**src/etud_pkg.sv**
```systemverilog
// ----------------------------------------------------------------------------
// etud_pkg
// shared widths, reciprocal constants, payload types and the month table
// ----------------------------------------------------------------------------
package etud_pkg;

  // pipeline depth: day split, then the clock and date paths side by side
  localparam int SPLIT_STAGES = 2;
  localparam int PATH_STAGES  = 6;
  localparam int STAGES       = SPLIT_STAGES + PATH_STAGES;

  // field widths
  localparam int SECS_W = 32;
  localparam int DAYS_W = 16;
  localparam int REM_W  = 17;
  localparam int SEC_W  = 6;
  localparam int MIN_W  = 6;
  localparam int HOUR_W = 5;
  localparam int WDAY_W = 3;
  localparam int MDAY_W = 5;
  localparam int MON_W  = 4;
  localparam int YEAR_W = 12;
  localparam int DNUM_W = 20;
  localparam int YDAY_W = 9;

  localparam longint unsigned SECS_PER_DAY  = 86400;
  localparam longint unsigned SECS_PER_HOUR = 3600;
  localparam longint unsigned SECS_PER_MIN  = 60;
  localparam longint unsigned DAYS_PER_WEEK = 7;
  localparam longint unsigned EPOCH_WEEKDAY = 4;

  // days from 1 march of 1 bc to the epoch, less january and february
  localparam longint unsigned EPOCH_FROM_MARCH_1BC = 719527;
  localparam longint unsigned DAYS_JAN_FEB         = 59;
  localparam longint unsigned DAY_BASE = EPOCH_FROM_MARCH_1BC - DAYS_JAN_FEB;
  localparam longint unsigned MARCH_YDAY_OF_JAN    = 306;
  localparam longint unsigned GAUSS_MONTH_NUM      = 367;
  localparam longint unsigned YEAR_DAYS            = 365;
  localparam longint unsigned ERA_DAYS             = 146097;

  // seconds to days: (secs >> 7) / 675, exact for any 32-bit input
  localparam int DAY_PRE   = 7;
  localparam longint unsigned DAY_DIV = SECS_PER_DAY >> DAY_PRE;
  localparam int DAY_SHIFT = 35;
  localparam int DAY_MUL_W = 26;
  localparam logic [DAY_MUL_W-1:0] DAY_MUL =
    DAY_MUL_W'(((64'd1 << DAY_SHIFT) + DAY_DIV - 1) / DAY_DIV);

  // seconds of day to hours: (rem >> 4) / 225
  localparam int HOUR_PRE   = 4;
  localparam longint unsigned HOUR_DIV = SECS_PER_HOUR >> HOUR_PRE;
  localparam int HOUR_SHIFT = 21;
  localparam int HOUR_MUL_W = 14;
  localparam logic [HOUR_MUL_W-1:0] HOUR_MUL =
    HOUR_MUL_W'(((64'd1 << HOUR_SHIFT) + HOUR_DIV - 1) / HOUR_DIV);

  // seconds of hour to minutes: (rem >> 2) / 15
  localparam int MIN_PRE   = 2;
  localparam longint unsigned MIN_DIV = SECS_PER_MIN >> MIN_PRE;
  localparam int MIN_SHIFT = 14;
  localparam int MIN_MUL_W = 11;
  localparam logic [MIN_MUL_W-1:0] MIN_MUL =
    MIN_MUL_W'(((64'd1 << MIN_SHIFT) + MIN_DIV - 1) / MIN_DIV);

  // day number modulo seven
  localparam int WDAY_SHIFT = 19;
  localparam int WDAY_MUL_W = 17;
  localparam int WQ_W       = 13;
  localparam logic [WDAY_MUL_W-1:0] WDAY_MUL =
    WDAY_MUL_W'(((64'd1 << WDAY_SHIFT) + DAYS_PER_WEEK - 1) / DAYS_PER_WEEK);

  // year estimate: (d + 2) * 400 / 146097 as one reciprocal multiply
  localparam int YEAR_SHIFT = 38;
  localparam int YEAR_MUL_W = 30;
  localparam logic [YEAR_MUL_W-1:0] YEAR_MUL =
    YEAR_MUL_W'(((64'd400 << YEAR_SHIFT) + ERA_DAYS - 1) / ERA_DAYS);

  // centuries: year / 100 = (year >> 2) / 25, year / 400 = (year >> 4) / 25
  localparam longint unsigned CENT_DIV = 25;
  localparam int CENT_SHIFT = 15;
  localparam int CENT_MUL_W = 11;
  localparam int Q100_W     = 6;
  localparam int Q400_W     = 4;
  localparam logic [CENT_MUL_W-1:0] CENT_MUL =
    CENT_MUL_W'(((64'd1 << CENT_SHIFT) + CENT_DIV - 1) / CENT_DIV);

  // march-based month: (yday + 31) * 10 / 306 = (yday + 31) * 5 / 153
  localparam int MON_SHIFT = 18;
  localparam int MON_MUL_W = 14;
  localparam logic [MON_MUL_W-1:0] MON_MUL =
    MON_MUL_W'(((64'd5 << MON_SHIFT) + 64'd152) / 64'd153);

  typedef struct packed {
    logic [DAYS_W-1:0] days;
    logic [REM_W-1:0]  rem;
  } etud_split_t;

  typedef struct packed {
    logic [SEC_W-1:0]  second_of_minute;
    logic [MIN_W-1:0]  minute_of_hour;
    logic [HOUR_W-1:0] hour_of_day;
    logic [WDAY_W-1:0] weekday;
  } etud_clock_t;

  typedef struct packed {
    logic [MDAY_W-1:0] day_of_month;
    logic [MON_W-1:0]  month_number;
    logic [YEAR_W-1:0] full_year;
  } etud_date_t;

  // first march-based day of year of a gauss month, 367 * mon / 12 - 30
  function automatic logic [YDAY_W-1:0] month_start(input logic [MON_W-1:0] mon);
    logic [YDAY_W-1:0] start;
    unique case (mon)
      4'd1:    start = YDAY_W'((GAUSS_MONTH_NUM * 1) / 12 - 30);
      4'd2:    start = YDAY_W'((GAUSS_MONTH_NUM * 2) / 12 - 30);
      4'd3:    start = YDAY_W'((GAUSS_MONTH_NUM * 3) / 12 - 30);
      4'd4:    start = YDAY_W'((GAUSS_MONTH_NUM * 4) / 12 - 30);
      4'd5:    start = YDAY_W'((GAUSS_MONTH_NUM * 5) / 12 - 30);
      4'd6:    start = YDAY_W'((GAUSS_MONTH_NUM * 6) / 12 - 30);
      4'd7:    start = YDAY_W'((GAUSS_MONTH_NUM * 7) / 12 - 30);
      4'd8:    start = YDAY_W'((GAUSS_MONTH_NUM * 8) / 12 - 30);
      4'd9:    start = YDAY_W'((GAUSS_MONTH_NUM * 9) / 12 - 30);
      4'd10:   start = YDAY_W'((GAUSS_MONTH_NUM * 10) / 12 - 30);
      4'd11:   start = YDAY_W'((GAUSS_MONTH_NUM * 11) / 12 - 30);
      4'd12:   start = YDAY_W'((GAUSS_MONTH_NUM * 12) / 12 - 30);
      default: start = '0;
    endcase
    return start;
  endfunction

endpackage

```
**src/etud_in_if.sv**
```systemverilog
// ----------------------------------------------------------------------------
// etud_in_if
// request channel carrying one epoch timestamp
// ----------------------------------------------------------------------------
interface etud_in_if;
  logic                         valid;
  logic                         ready;
  logic [etud_pkg::SECS_W-1:0]  epoch_seconds;

  modport source (output valid, output epoch_seconds, input ready);
  modport sink (input valid, input epoch_seconds, output ready);
endinterface

```
**src/etud_out_if.sv**
```systemverilog
// ----------------------------------------------------------------------------
// etud_out_if
// request channel carrying one utc calendar date and time of day
// ----------------------------------------------------------------------------
interface etud_out_if;
  logic                         valid;
  logic                         ready;
  logic [etud_pkg::SEC_W-1:0]   second_of_minute;
  logic [etud_pkg::MIN_W-1:0]   minute_of_hour;
  logic [etud_pkg::HOUR_W-1:0]  hour_of_day;
  logic [etud_pkg::MDAY_W-1:0]  day_of_month;
  logic [etud_pkg::MON_W-1:0]   month_number;
  logic [etud_pkg::YEAR_W-1:0]  full_year;
  logic [etud_pkg::WDAY_W-1:0]  weekday;

  modport source (
    output valid, output second_of_minute, output minute_of_hour, output hour_of_day,
    output day_of_month, output month_number, output full_year, output weekday,
    input ready
  );
  modport sink (
    input valid, input second_of_minute, input minute_of_hour, input hour_of_day,
    input day_of_month, input month_number, input full_year, input weekday,
    output ready
  );
endinterface

```
**src/etud_pipe_ctrl.sv**
```systemverilog
// ----------------------------------------------------------------------------
// etud_pipe_ctrl
// valid bits and per-stage load enables of the elastic pipeline
// ----------------------------------------------------------------------------
module etud_pipe_ctrl (
  input  logic                          clk,
  input  logic                          rst,
  input  logic                          in_valid,
  output logic                          in_ready,
  output logic                          out_valid,
  input  logic                          out_ready,
  output logic [etud_pkg::STAGES-1:0]   load
);

  logic [etud_pkg::STAGES-1:0] valid;
  logic [etud_pkg::STAGES-1:0] advance;

  // a stage may take new data when it is empty or its content moves on
  always_comb begin
    advance[etud_pkg::STAGES-1] = !valid[etud_pkg::STAGES-1] || out_ready;
    for (int k = etud_pkg::STAGES - 2; k >= 0; k--) begin
      advance[k] = !valid[k] || advance[k+1];
    end
  end

  always_ff @(posedge clk) begin
    if (rst) begin
      valid <= '0;
    end else begin
      if (advance[0]) begin
        valid[0] <= in_valid;
      end
      for (int k = 1; k < etud_pkg::STAGES; k++) begin
        if (advance[k]) begin
          valid[k] <= valid[k-1];
        end
      end
    end
  end

  assign load      = advance;
  assign in_ready  = advance[0];
  assign out_valid = valid[etud_pkg::STAGES-1];

endmodule

```
**src/etud_day_split.sv**
```systemverilog
// ----------------------------------------------------------------------------
// etud_day_split
// splits the timestamp into whole days and seconds of the day
// ----------------------------------------------------------------------------
module etud_day_split (
  input  logic                                clk,
  input  logic [etud_pkg::SPLIT_STAGES-1:0]   load,
  input  logic [etud_pkg::SECS_W-1:0]         epoch_seconds,
  output etud_pkg::etud_split_t               split
);

  localparam int PRE_W  = etud_pkg::SECS_W - etud_pkg::DAY_PRE;
  localparam int PROD_W = PRE_W + etud_pkg::DAY_MUL_W;
  localparam int DSEC_W = etud_pkg::DAYS_W + etud_pkg::REM_W;

  logic [PROD_W-1:0]            day_prod;
  logic [etud_pkg::SECS_W-1:0]  secs;
  logic [etud_pkg::DAYS_W-1:0]  days;
  logic [DSEC_W-1:0]            day_secs;
  logic [etud_pkg::SECS_W-1:0]  rem_full;

  assign day_prod = PROD_W'(epoch_seconds[etud_pkg::SECS_W-1:etud_pkg::DAY_PRE])
                    * PROD_W'(etud_pkg::DAY_MUL);

  // stage 1: day count by reciprocal multiply
  always_ff @(posedge clk) begin
    if (load[0]) begin
      secs <= epoch_seconds;
      days <= day_prod[etud_pkg::DAY_SHIFT +: etud_pkg::DAYS_W];
    end
  end

  assign day_secs = DSEC_W'(days) * DSEC_W'(etud_pkg::SECS_PER_DAY);
  assign rem_full = secs - day_secs[etud_pkg::SECS_W-1:0];

  // stage 2: seconds left within the day
  always_ff @(posedge clk) begin
    if (load[1]) begin
      split.days <= days;
      split.rem  <= rem_full[etud_pkg::REM_W-1:0];
    end
  end

endmodule

```
**src/etud_clock_path.sv**
```systemverilog
// ----------------------------------------------------------------------------
// etud_clock_path
// hour, minute, second and weekday from the day split
// ----------------------------------------------------------------------------
module etud_clock_path (
  input  logic                                clk,
  input  logic [etud_pkg::PATH_STAGES-1:0]    load,
  input  etud_pkg::etud_split_t               split,
  output etud_pkg::etud_clock_t               clock
);

  localparam int HX_W   = etud_pkg::REM_W - etud_pkg::HOUR_PRE;
  localparam int HP_W   = HX_W + etud_pkg::HOUR_MUL_W;
  localparam int WP_W   = etud_pkg::DAYS_W + etud_pkg::WDAY_MUL_W;
  localparam int REM2_W = 12;
  localparam int MX_W   = REM2_W - etud_pkg::MIN_PRE;
  localparam int MP_W   = MX_W + etud_pkg::MIN_MUL_W;

  // stage 3
  logic [HP_W-1:0]                hour_prod;
  logic [etud_pkg::DAYS_W-1:0]    wv_next;
  logic [WP_W-1:0]                wday_prod;
  logic [etud_pkg::REM_W-1:0]     rem3;
  logic [etud_pkg::HOUR_W-1:0]    hour3;
  logic [etud_pkg::DAYS_W-1:0]    wv3;
  logic [etud_pkg::WQ_W-1:0]      wq3;
  // stage 4
  logic [etud_pkg::REM_W-1:0]     hour_secs;
  logic [etud_pkg::REM_W-1:0]     rem2_full;
  logic [etud_pkg::DAYS_W-1:0]    wq_days;
  logic [etud_pkg::DAYS_W-1:0]    wday_full;
  logic [REM2_W-1:0]              rem4;
  logic [etud_pkg::HOUR_W-1:0]    hour4;
  logic [etud_pkg::WDAY_W-1:0]    wday4;
  // stage 5
  logic [MP_W-1:0]                min_prod;
  logic [REM2_W-1:0]              rem5;
  logic [etud_pkg::MIN_W-1:0]     min5;
  logic [etud_pkg::HOUR_W-1:0]    hour5;
  logic [etud_pkg::WDAY_W-1:0]    wday5;
  // stage 6 and the delay to the output stage
  logic [REM2_W-1:0]              min_secs;
  logic [REM2_W-1:0]              sec_full;
  etud_pkg::etud_clock_t          clock6;
  etud_pkg::etud_clock_t          clock7;

  assign hour_prod = HP_W'(split.rem[etud_pkg::REM_W-1:etud_pkg::HOUR_PRE])
                     * HP_W'(etud_pkg::HOUR_MUL);
  assign wv_next   = split.days + etud_pkg::DAYS_W'(etud_pkg::EPOCH_WEEKDAY);
  assign wday_prod = WP_W'(wv_next) * WP_W'(etud_pkg::WDAY_MUL);

  always_ff @(posedge clk) begin
    if (load[0]) begin
      rem3  <= split.rem;
      hour3 <= hour_prod[etud_pkg::HOUR_SHIFT +: etud_pkg::HOUR_W];
      wv3   <= wv_next;
      wq3   <= wday_prod[etud_pkg::WDAY_SHIFT +: etud_pkg::WQ_W];
    end
  end

  assign hour_secs = etud_pkg::REM_W'(hour3) * etud_pkg::REM_W'(etud_pkg::SECS_PER_HOUR);
  assign rem2_full = rem3 - hour_secs;
  assign wq_days   = etud_pkg::DAYS_W'(wq3) * etud_pkg::DAYS_W'(etud_pkg::DAYS_PER_WEEK);
  assign wday_full = wv3 - wq_days;

  always_ff @(posedge clk) begin
    if (load[1]) begin
      rem4  <= rem2_full[REM2_W-1:0];
      hour4 <= hour3;
      wday4 <= wday_full[etud_pkg::WDAY_W-1:0];
    end
  end

  assign min_prod = MP_W'(rem4[REM2_W-1:etud_pkg::MIN_PRE]) * MP_W'(etud_pkg::MIN_MUL);

  always_ff @(posedge clk) begin
    if (load[2]) begin
      rem5  <= rem4;
      min5  <= min_prod[etud_pkg::MIN_SHIFT +: etud_pkg::MIN_W];
      hour5 <= hour4;
      wday5 <= wday4;
    end
  end

  assign min_secs = REM2_W'(min5) * REM2_W'(etud_pkg::SECS_PER_MIN);
  assign sec_full = rem5 - min_secs;

  always_ff @(posedge clk) begin
    if (load[3]) begin
      clock6.second_of_minute <= sec_full[etud_pkg::SEC_W-1:0];
      clock6.minute_of_hour   <= min5;
      clock6.hour_of_day      <= hour5;
      clock6.weekday          <= wday5;
    end
  end

  // clock fields are done early; ride along with the date path
  always_ff @(posedge clk) begin
    if (load[4]) begin
      clock7 <= clock6;
    end
    if (load[5]) begin
      clock <= clock7;
    end
  end

endmodule

```
**src/etud_date_path.sv**
```systemverilog
// ----------------------------------------------------------------------------
// etud_date_path
// gregorian year, month and day of month from the day count
// ----------------------------------------------------------------------------
module etud_date_path (
  input  logic                                clk,
  input  logic [etud_pkg::PATH_STAGES-1:0]    load,
  input  logic [etud_pkg::DAYS_W-1:0]         days,
  output etud_pkg::etud_date_t                date
);

  localparam int DNUM_W = etud_pkg::DNUM_W;
  localparam int YEAR_W = etud_pkg::YEAR_W;
  localparam int YDAY_W = etud_pkg::YDAY_W;
  localparam int MON_W  = etud_pkg::MON_W;
  localparam int YP_W   = DNUM_W + etud_pkg::YEAR_MUL_W;
  localparam int C1X_W  = YEAR_W - 2;
  localparam int C4X_W  = YEAR_W - 4;
  localparam int C1P_W  = C1X_W + etud_pkg::CENT_MUL_W;
  localparam int C4P_W  = C4X_W + etud_pkg::CENT_MUL_W;
  localparam int BASE_W = DNUM_W + 1;
  localparam int DIFF_W = BASE_W + 1;
  localparam int MP_W   = YDAY_W + etud_pkg::MON_MUL_W;

  // stage 3
  logic [DNUM_W-1:0]                dnum_next;
  logic [DNUM_W-1:0]                est_next;
  logic [YP_W-1:0]                  year_prod;
  logic [DNUM_W-1:0]                d3;
  logic [YEAR_W-1:0]                year3;
  // stage 4
  logic [C1P_W-1:0]                 q100_prod;
  logic [C4P_W-1:0]                 q400_prod;
  logic [BASE_W-1:0]                y365_next;
  logic [DNUM_W-1:0]                d4;
  logic [YEAR_W-1:0]                year4;
  logic [etud_pkg::Q100_W-1:0]      q100_4;
  logic [etud_pkg::Q400_W-1:0]      q400_4;
  logic [BASE_W-1:0]                y365_4;
  // stage 5
  logic [BASE_W-1:0]                base_next;
  logic [YEAR_W-1:0]                cent_years;
  logic [YEAR_W-1:0]                era_years;
  logic                             leap_next;
  logic [DNUM_W-1:0]                d5;
  logic [YEAR_W-1:0]                year5;
  logic [BASE_W-1:0]                base5;
  logic                             leap5;
  // stage 6
  logic signed [DIFF_W-1:0]         diff;
  logic [YDAY_W-1:0]                yday_next;
  logic [YEAR_W-1:0]                year_next;
  logic [YDAY_W-1:0]                yday6;
  logic [YEAR_W-1:0]                year6;
  // stage 7
  logic [YDAY_W-1:0]                mx;
  logic [MP_W-1:0]                  mon_prod;
  logic [YDAY_W-1:0]                yday7;
  logic [YEAR_W-1:0]                year7;
  logic [MON_W-1:0]                 mon7;
  // stage 8
  logic [YDAY_W-1:0]                mday_full;

  assign dnum_next = DNUM_W'(days) + DNUM_W'(etud_pkg::DAY_BASE);
  assign est_next  = DNUM_W'(days) + DNUM_W'(etud_pkg::DAY_BASE + 2);
  assign year_prod = YP_W'(est_next) * YP_W'(etud_pkg::YEAR_MUL);

  // first guess of the march-based year, may be one too high
  always_ff @(posedge clk) begin
    if (load[0]) begin
      d3    <= dnum_next;
      year3 <= year_prod[etud_pkg::YEAR_SHIFT +: YEAR_W];
    end
  end

  assign q100_prod = C1P_W'(year3[YEAR_W-1:2]) * C1P_W'(etud_pkg::CENT_MUL);
  assign q400_prod = C4P_W'(year3[YEAR_W-1:4]) * C4P_W'(etud_pkg::CENT_MUL);
  assign y365_next = BASE_W'(year3) * BASE_W'(etud_pkg::YEAR_DAYS);

  always_ff @(posedge clk) begin
    if (load[1]) begin
      d4     <= d3;
      year4  <= year3;
      q100_4 <= q100_prod[etud_pkg::CENT_SHIFT +: etud_pkg::Q100_W];
      q400_4 <= q400_prod[etud_pkg::CENT_SHIFT +: etud_pkg::Q400_W];
      y365_4 <= y365_next;
    end
  end

  // days before 1 march of the guessed year, and its leap flag
  assign base_next  = y365_4 + BASE_W'(year4[YEAR_W-1:2]) - BASE_W'(q100_4)
                      + BASE_W'(q400_4);
  assign cent_years = YEAR_W'(q100_4) * YEAR_W'(100);
  assign era_years  = YEAR_W'(q400_4) * YEAR_W'(400);
  assign leap_next  = (year4[1:0] == 2'b00) &&
                      ((year4 != cent_years) || (year4 == era_years));

  always_ff @(posedge clk) begin
    if (load[2]) begin
      d5    <= d4;
      year5 <= year4;
      base5 <= base_next;
      leap5 <= leap_next;
    end
  end

  // overshoot into the next year: step back and add that year's length
  assign diff = $signed(DIFF_W'(d5)) - $signed(DIFF_W'(base5));

  always_comb begin
    if (diff[DIFF_W-1]) begin
      yday_next = diff[YDAY_W-1:0] + YDAY_W'(etud_pkg::YEAR_DAYS) + YDAY_W'(leap5);
      year_next = year5 - YEAR_W'(1);
    end else begin
      yday_next = diff[YDAY_W-1:0];
      year_next = year5;
    end
  end

  always_ff @(posedge clk) begin
    if (load[3]) begin
      yday6 <= yday_next;
      year6 <= year_next;
    end
  end

  assign mx       = yday6 + YDAY_W'(31);
  assign mon_prod = MP_W'(mx) * MP_W'(etud_pkg::MON_MUL);

  always_ff @(posedge clk) begin
    if (load[4]) begin
      yday7 <= yday6;
      year7 <= year6;
      mon7  <= mon_prod[etud_pkg::MON_SHIFT +: MON_W];
    end
  end

  // back from march-based to january-based months
  assign mday_full = yday7 - etud_pkg::month_start(mon7) + YDAY_W'(1);

  always_ff @(posedge clk) begin
    if (load[5]) begin
      date.day_of_month <= mday_full[etud_pkg::MDAY_W-1:0];
      if (yday7 >= YDAY_W'(etud_pkg::MARCH_YDAY_OF_JAN)) begin
        date.month_number <= mon7 - MON_W'(10);
        date.full_year    <= year7 + YEAR_W'(1);
      end else begin
        date.month_number <= mon7 + MON_W'(2);
        date.full_year    <= year7;
      end
    end
  end

endmodule

```
**src/epoch_seconds_to_utc_date.sv**
```systemverilog
// ----------------------------------------------------------------------------
// epoch_seconds_to_utc_date
// unix time to utc calendar date and time of day
// ----------------------------------------------------------------------------
// Converts an unsigned 32-bit count of seconds since 1970-01-01 00:00:00 UTC
// into second, minute, hour, day of month, month (1-12), full year and
// weekday (0 = Sunday). Every input value is legal; the last one, 0xFFFFFFFF,
// maps to Sunday 2106-02-07 06:28:15. The converter is a fully pipelined,
// stateless datapath of eight register stages: it accepts one timestamp per
// clock while the output side is not stalled. Each result moves through the
// stages to the output register and waits there until it is taken.
// The eight-stage depth comes from the chain of
// reciprocal multiplies (seconds to days, day number to year, day of year to
// month), each followed by its own register. The last stage is the output
// register; each stage refills as soon as its content moves on, so bubbles
// close up under back-pressure and nothing is dropped or repeated. Reset
// clears only the valid bits.
// ----------------------------------------------------------------------------
module epoch_seconds_to_utc_date (
  input  logic        clk,
  input  logic        rst,
  etud_in_if.sink     stamp,
  etud_out_if.source  calendar
);

  // per-stage load enables, stage 0 takes the incoming request
  logic [etud_pkg::STAGES-1:0]  load;

  // day count and seconds of the day after the first two stages
  etud_pkg::etud_split_t        split;

  // results of the two parallel paths, both held in the output stage
  etud_pkg::etud_clock_t        clock;
  etud_pkg::etud_date_t         date;

  // valid tracking and back-pressure for all stages
  etud_pipe_ctrl u_ctrl (
    .clk       (clk),
    .rst       (rst),
    .in_valid  (stamp.valid),
    .in_ready  (stamp.ready),
    .out_valid (calendar.valid),
    .out_ready (calendar.ready),
    .load      (load)
  );

  // seconds to days and seconds within the day
  etud_day_split u_split (
    .clk           (clk),
    .load          (load[etud_pkg::SPLIT_STAGES-1:0]),
    .epoch_seconds (stamp.epoch_seconds),
    .split         (split)
  );

  // time of day and weekday
  etud_clock_path u_clock (
    .clk   (clk),
    .load  (load[etud_pkg::STAGES-1:etud_pkg::SPLIT_STAGES]),
    .split (split),
    .clock (clock)
  );

  // gregorian date from the day count
  etud_date_path u_date (
    .clk  (clk),
    .load (load[etud_pkg::STAGES-1:etud_pkg::SPLIT_STAGES]),
    .days (split.days),
    .date (date)
  );

  // output request fields
  assign calendar.second_of_minute = clock.second_of_minute;
  assign calendar.minute_of_hour   = clock.minute_of_hour;
  assign calendar.hour_of_day      = clock.hour_of_day;
  assign calendar.weekday          = clock.weekday;
  assign calendar.day_of_month     = date.day_of_month;
  assign calendar.month_number     = date.month_number;
  assign calendar.full_year        = date.full_year;

endmodule
```
**src/flat_wrapper.sv**
```systemverilog
// flat-port wrapper written by rule: the top's interface ports become plain ports
module epoch_seconds_to_utc_date_flat 
  (clk, rst, stamp_valid, stamp_epoch_seconds, stamp_ready, calendar_valid, calendar_second_of_minute, calendar_minute_of_hour, calendar_hour_of_day, calendar_day_of_month, calendar_month_number, calendar_full_year, calendar_weekday, calendar_ready);
  etud_in_if stamp_i ();
  etud_out_if calendar_i ();
  input  logic clk;
  input  logic rst;
  input wire logic [$bits(stamp_i.valid)-1:0] stamp_valid;
  input wire logic [$bits(stamp_i.epoch_seconds)-1:0] stamp_epoch_seconds;
  output wire logic [$bits(stamp_i.ready)-1:0] stamp_ready;
  output wire logic [$bits(calendar_i.valid)-1:0] calendar_valid;
  output wire logic [$bits(calendar_i.second_of_minute)-1:0] calendar_second_of_minute;
  output wire logic [$bits(calendar_i.minute_of_hour)-1:0] calendar_minute_of_hour;
  output wire logic [$bits(calendar_i.hour_of_day)-1:0] calendar_hour_of_day;
  output wire logic [$bits(calendar_i.day_of_month)-1:0] calendar_day_of_month;
  output wire logic [$bits(calendar_i.month_number)-1:0] calendar_month_number;
  output wire logic [$bits(calendar_i.full_year)-1:0] calendar_full_year;
  output wire logic [$bits(calendar_i.weekday)-1:0] calendar_weekday;
  input wire logic [$bits(calendar_i.ready)-1:0] calendar_ready;
  assign stamp_i.valid = stamp_valid;
  assign stamp_i.epoch_seconds = stamp_epoch_seconds;
  assign stamp_ready = stamp_i.ready;
  assign calendar_valid = calendar_i.valid;
  assign calendar_second_of_minute = calendar_i.second_of_minute;
  assign calendar_minute_of_hour = calendar_i.minute_of_hour;
  assign calendar_hour_of_day = calendar_i.hour_of_day;
  assign calendar_day_of_month = calendar_i.day_of_month;
  assign calendar_month_number = calendar_i.month_number;
  assign calendar_full_year = calendar_i.full_year;
  assign calendar_weekday = calendar_i.weekday;
  assign calendar_i.ready = calendar_ready;
  epoch_seconds_to_utc_date u_core (.clk(clk), .rst(rst), .stamp(stamp_i), .calendar(calendar_i));
endmodule
```
**config.mk**
```make
export PLATFORM = sky130hd
export DESIGN_NAME = epoch_seconds_to_utc_date_flat
export DESIGN_NICKNAME = d
export VERILOG_FILES = /design/src/etud_pkg.sv /design/src/etud_in_if.sv /design/src/etud_out_if.sv /design/src/etud_pipe_ctrl.sv /design/src/etud_day_split.sv /design/src/etud_clock_path.sv /design/src/etud_date_path.sv /design/src/epoch_seconds_to_utc_date.sv /design/src/flat_wrapper.sv
export SDC_FILE = /design/constraint.sdc
export NUM_CORES = 2
export LEC_CHECK = 0
export BUFFER_PORTS_ARGS = -buffer_cell sky130_fd_sc_hd__buf_2
export CELL_PAD_IN_SITES_DETAIL_PLACEMENT = 1
export CELL_PAD_IN_SITES_GLOBAL_PLACEMENT = 1
export CORE_MARGIN = 2
export CORE_UTILIZATION = 30
export DETAILED_ROUTE_END_ITERATION = 8
export GPL_TIMING_DRIVEN = 0
export PLACE_DENSITY_LB_ADDON = 0.1
export SLEW_MARGIN = 40
export SYNTH_ARGS = -nofsm -noshare
export SYNTH_HDL_FRONTEND = slang
export SYNTH_SLANG_ARGS = --single-unit
export TNS_END_PERCENT = 5
```
**constraint.sdc**
```tcl
create_clock -name clk -period 7.6 [get_ports clk]
set_input_delay 1.52 -clock clk [delete_from_list [all_inputs] [get_ports clk]]
set_output_delay 1.52 -clock clk [all_outputs]
set_load 0.05 [all_outputs]
```
**After elaboration in Yosys (flattened, before gate mapping)**

Memories as Yosys holds them, arrays and structs flattened. A register that Yosys moved wholly into a read port is not among the register bits.
Cells that the tools add are included.

- Word-level logic and storage cells: 116
- Output and inout bits: 43
- Memories kept: 1
- Bits in read-only memories: 144
- Flip-flop bits (word level): 423
- Bits of input ports: 36

Memory list:

| memory | words | width | rd ports | clocked after Yosys merged registers in | write ports | line | source |
|---|---|---|---|---|---|---|---|
| (name not given) | 16 | 9 | 1 | 1 | 0 | etud_pkg.sv:114 | `unique case (mon)` |

- Mux-type cells: 4
- Reductions and logical operators: 19
- Equal/unequal tests: 2
- Add/subtract/negate cells: 20
- $lt $le $gt $ge: 1
- Multipliers: 15

Operator list:

| kind | number |
|---|---|
| multiplier 25 x 26 -> 51 bit (second input constant) | 1 |
| multiplier 20 x 28 -> 48 bit (second input constant) | 1 |
| adder 16 x 20 -> 20 bit (second input constant) | 2 |
| multiplier 16 x 17 -> 32 bit (second input constant) | 1 |
| multiplier 13 x 14 -> 26 bit (second input constant) | 1 |
| multiplier 9 x 14 -> 22 bit (second input constant) | 1 |
| subtractor 20 x 21 -> 22 bit | 1 |
| adder 21 x 10 -> 21 bit | 1 |
| adder 21 x 4 -> 21 bit | 1 |
| multiplier 10 x 11 -> 21 bit (second input constant) | 1 |
| multiplier 12 x 9 -> 21 bit (second input constant) | 1 |
| subtractor 21 x 6 -> 21 bit | 1 |
| multiplier 10 x 11 -> 20 bit (second input constant) | 1 |
| multiplier 8 x 11 -> 19 bit (second input constant) | 1 |
| subtractor 17 bit | 1 |
| adder 16 x 3 -> 16 bit (second input constant) | 1 |
| multiplier 16 x 10 -> 10 bit (second input constant) | 1 |
| two-way mux 16 bit | 1 |
| multiplier 13 x 3 -> 3 bit (second input constant) | 1 |
| adder 12 x 1 -> 12 bit (second input constant) | 1 |
| == test 12 bit | 1 |
| two-way mux 12 bit | 1 |
| inequality test 12 bit | 1 |
| subtractor 12 x 1 -> 12 bit (second input constant) | 1 |
| 21 further kinds | 36 |

**Depth between registers and ports, before layout**

- Depth in word-level cells: 9
- Depth in mapped cells: 33
- Mapped depth without buffers: 33

**Modules after synthesis**

Synthesis repeated with hierarchy kept, for this count alone.

- Cell total of the unflattened synthesis: 4291
- Area, all modules: 48032.3 um^2

By module, submodules not included:

| module | instances | cells an instance | sequential area each (um^2) | area each (um^2) |
|---|---|---|---|---|
| etud_date_path | 1 | 2259 | 6256.0 | 24870.1 |
| etud_day_split | 1 | 1128 | 1981.9 | 12385.6 |
| etud_clock_path | 1 | 866 | 3693.5 | 10430.0 |
| etud_pipe_ctrl | 1 | 38 | 160.2 | 346.6 |

**Worst setup path after synthesis**

OpenSTA, ideal clock, no wires.

- Path type: register -> register
- From: register u_core.u_split.split[18] (netlist name)
- To: register u_core.u_date.year3[10], data pin
- Library setup time: 260 ps
- Slack: -348 ps
- Arrival: 7688 ps
- Stages on the path, launching flop included: 31
- Data required time: 7340 ps
- Buffers on the path: 0
- Clock period less this slack: 7948 ps
- Path through: edfxtp_1 > inv_1 > ha_1 > inv_1 > o21ai_0 > and2_1 > nor2_1 > xor2_1 > ha_1 > inv_1 > ha_1 > or2_2 > fa_1 > inv_1 > fa_1 > fa_1 > inv_1 > fa_1 > fa_1 > inv_1 > fa_1 > inv_1 > ha_1 > nand2_1 > nor4_1 > nand3_1 > nor3_2 > o21ai_1 > o2111a_1 > o21ai_1 > xnor2_1

- Word-level cells in the longest chain between the ends: 2

Ends and longest elaborated chain:

| element | line | source |
|---|---|---|
| adder 16 x 20 -> 20 bit | etud_date_path.sv:65 | `assign est_next = DNUM_W'(days) + DNUM_W'(etud_pkg::DAY_BASE + 2);` |
| multiplier 20 x 28 -> 48 bit | etud_date_path.sv:66 | `assign year_prod = YP_W'(est_next) * YP_W'(etud_pkg::YEAR_MUL);` |
| named net u_core.u_date.year_prod[48] | etud_date_path.sv:28 | `logic [YP_W-1:0] year_prod;` |
| end signal: assignment | etud_date_path.sv:72 | `year3 <= year_prod[etud_pkg::YEAR_SHIFT +: YEAR_W];` |
| end: declaration | etud_date_path.sv:30 | `logic [YEAR_W-1:0] year3;` |

The timed path passes the listed nets, and every way through them passes these cells.
A chain may end at the register's enable or synchronous reset.

**Worst setup path in the final report**

- From: register u_core.u_split.split[19] (netlist name)
- To: register u_core.u_date.year3[10], data pin

- Word-level cells in the longest chain between the ends: 2

Ends and longest elaborated chain:

| element | line |
|---|---|
| adder 16 x 20 -> 20 bit | etud_date_path.sv:65 |
| multiplier 20 x 28 -> 48 bit | etud_date_path.sv:66 |
| named net u_core.u_date.year_prod[48] | etud_date_path.sv:28 |

The timed path passes the listed nets, and every way through them passes these cells.

==> metrics <==
CP endpoint=u_core.u_date.year3[10]$_DFFE_PP_; H-tree levels=2; final std cells w/o fill=6476; slowest stage delay, CP=0.61 ns; CP Launch Type=register; Placed Area=50600 um2; total of max-cap violations=0; row count=around 150; Fill cells=between 15000 and 20000; Netlist cell types=77; core region area=between 150000 and 200000 um2; Tot GR Track Use=14.5%; status=finished, violations left; synth warn=0; DRT Pass-1 Iters=5; die width=around 400 um; final setup fails=10; Req. time, crit path=7.95 ns; worst-path fanout max=6; vias in the first global route=~32000; worst-skew pair later-pin latency=about 0.60 ns; worst r2r path cells=32; Port Buffer Count=77; largest net degree at the start of global routing=just over 50; Top Family by Delay on Critical Path=adder cells; Synth Flop Type=edfxtp_1; ant diodes=0; Tcrit/Tclk final=102%; Remaining Overflow, GRT=0; number of synthesized flops with an enable pin=391; Hold Vio Cnt, Final=0; Initial Utilization=between 30% and 40%; reg-to-reg slack, setup=-0.13 ns; CTS tree=built; Total Nets Final=5990; Synth Net Count=slightly below 6000; Reg2Reg Launch Point=u_core.u_split.split[19]$_DFFE_PP_; Clock transition at path regs=0.06 ns; final instance area=about 53000 um2; hold_sp=u_core.u_clock.wday4[0]$_DFFE_PP_; launch point of the critical path=u_core.u_split.split[19]$_DFFE_PP_; final slew viol count=0; CTS Buf Count=48; crit path kind=register to register; clk buf depth=3; Placed Cells=6321; CTS root buf=clkbuf_16; Crit-path slowest cell=fa_2; Relative slew margins=roughly 52%; Yosys reg bits=404; failing checks=negative setup slack; WP depth=32; asr flop ratio synth=0%; R2R Path End=u_core.u_date.year3[10]$_DFFE_PP_; Via-to-Cell Ratio=4.41; mapped cell area=47300 um2; crit path time final=7.73 ns; hold_buf cts=0; initial antenna violation count=1; vias=around 29000; Detailed Route Iter0 Violations=806; io pins=79; leading area contributor after synthesis=ha_1; die height=401 um; Antenna Nets Post-Route=0; crit path DAT=8.08 ns; Mapped Cells=4171; worst clock skew=0.0243 ns; RSZ-0062 raised after global routing=true; global-route wire length before repair=183000 um; Critical path buffers and inverters=9; Worst setup EP type=register; layout cells sized above 1=8.76%; Hold WC Path Type=register to register; clock sink count=just over 400; Fmax achieved=roughly 0.13 GHz; setup TNS=-0.638 ns; Worst Tran Pin Value=0.706 ns; Residual DRC=0; die area=161000 um2; Yosys top cell area share=26.5%; routed wire length=113000 um; P&R area growth vs syn=13.1%; Placer Congestion=0.806; hpwl dp=95700 um; synth top area cells=ha_1, edfxtp_1, fa_1, inv_1, xnor2_1; Worst Slack Setup Final=-0.129 ns; syn avg cell area=11.3 um2; sequential fraction of the synthesis area=25.4%; WL/cell=17.4 um
-- state kept, by name, indices dropped and copies added (netlist names), 17 cells and up, named ones only --
name and cells:
u_core.u_split.split 33, u_core.u_clock.clock 20, u_core.u_date.d5 17, u_core.u_date.y365_4 19, u_core.u_clock.clock7 20, u_core.u_date.date 21
u_core.u_clock.clock6 20, u_core.u_date.base5 21, u_core.u_date.d4 17, u_core.u_split.secs 17
-- worst reg2reg max path, delay by kind of cell (launching register included) --
family                     cells  cell delay [ns]
and+or+nand+nor                7             1.07
AOI/OAI and AO/OA              4             0.71
buffers and inverters          9             1.02
DFF                            1             0.45
xor gates and xnor gates       2             0.24
adders and majority gates     10             3.99
-- cells by family after synthesis --
| logic type | count (synthesis) | share of synthesized area, % |
|---|---|---|
| compound gates | 401 | 5.63 |
| xor+xnor | 241 | 4.48 |
| fa+ha+maj | 1575 | 50.8 |
| buf+inv | 1109 | 8.83 |
| flops | 404 | 25.4 |
| mux | 18 | 0.445 |
| simple gates | 423 | 4.40 |
-- synth_stat cells, types with 44 or more instances --
library cell	n
nand3_1	44
xor2_1	76
inv_1	1093
nand2_1	95
a21o_1	59
o21ai_0	65
ha_1	1001
fa_1	574
nor2_1	114
edfxtp_1	391
xnor2_1	164
a21oi_1	117
-- final cells by class --
cell class / instances / area (um2) / area share, %
clock inverters: 20 / 214 / 0.400
multi-input cells: 2658 / 31900 / 59.6
well taps: 2058 / 2570 / 4.82
flip-flops and latches: 404 / 12000 / 22.5
repair buffers: 162 / 1190 / 2.22
inverters: 1094 / 4160 / 7.78
clock buffers: 69 / 1360 / 2.55
plain buffers: 11 / 67.6 / 0.126
-- per-layer routing --
layer  global-route usage (%)  vias up  share of wire [%]  wire length [um]
met4                     2.89        0                1.8              2050
met2                     24.6      201                 47             53100
li1                         -    14065                  -                 -
met5                        0        -                  0                 0
met3                     1.13       91                1.7              1910
met1                     20.3    14183                 49             55700
-- through the flow --
| stage | utilization [%] | hold WS [ns] | worst slack (ns) |
|---|---|---|---|
| 2_1_floorplan | - | 0.400 | 0.00492 |
| 3_3_place_gp | 32.2 | 0.401 | -2.96 |
| 3_5_place_dp | 32.4 | 0.405 | -2.46 |
| 4_1_cts | 34.1 | 0.409 | -0.108 |
| 5_1_grt | 34.2 | 0.421 | -0.434 |
| 6_report | 34.2 | 0.408 | -0.129 |
-- cells in the final DEF, fill, tap and decap left out, types with 13 or more instances in the layout --
master | Yosys | layout
inv_1 | 1093 | 1075
nor3_1 | 34 | 33
nand3_1 | 44 | 41
ha_4 | 0 | 14
clkbuf_16 | 0 | 50
nand2_1 | 95 | 88
edfxtp_1 | 391 | 391
ha_1 | 1001 | 983
nor2b_1 | 20 | 18
nor2_1 | 114 | 109
a21oi_1 | 117 | 113
fa_1 | 574 | 564
o21ai_0 | 65 | 57
a21o_1 | 59 | 59
o21a_1 | 23 | 23
buf_2 | 2 | 73
clkbuf_1 | 12 | 19
nand4_1 | 25 | 25
nand2b_1 | 15 | 15
o21bai_1 | 21 | 21
xor2_1 | 76 | 68
xnor2_1 | 164 | 156
buf_4 | 0 | 72
dfxtp_1 | 13 | 13
-- worst min-delay path by stage --
| stage | slack [ns] | to | cells past startpoint |
|---|---|---|---|
| floorplan | 0.40 | u_core.u_clock.clock6[0]$_DFFE_PP_ | 0 |
| global placement | 0.40 | u_core.u_clock.clock7[8]$_DFFE_PN_ | 0 |
| detailed placement | 0.41 | u_core.u_date.year7[0]$_DFFE_PN_ | 0 |
| CTS | 0.41 | u_core.u_clock.clock6[15]$_DFFE_PP_ | 0 |
| global route | 0.42 | u_core.u_clock.clock6[15]$_DFFE_PP_ | 0 |
| finish | 0.41 | u_core.u_clock.wday5[0]$_DFFE_PP_ | 0 |
-- repair_timing --
| action | in CTS | in global routing |
|---|---|---|
| gates resized for setup | 124 | 18 |
| setup endpoints to repair | 25 | 24 |
| buffers inserted | 70 | 0 |
| pin swaps | 44 | 5 |
Power is not shown: default switching activity piles up to over one toggle a cycle in this logic, so the estimate is an artifact.
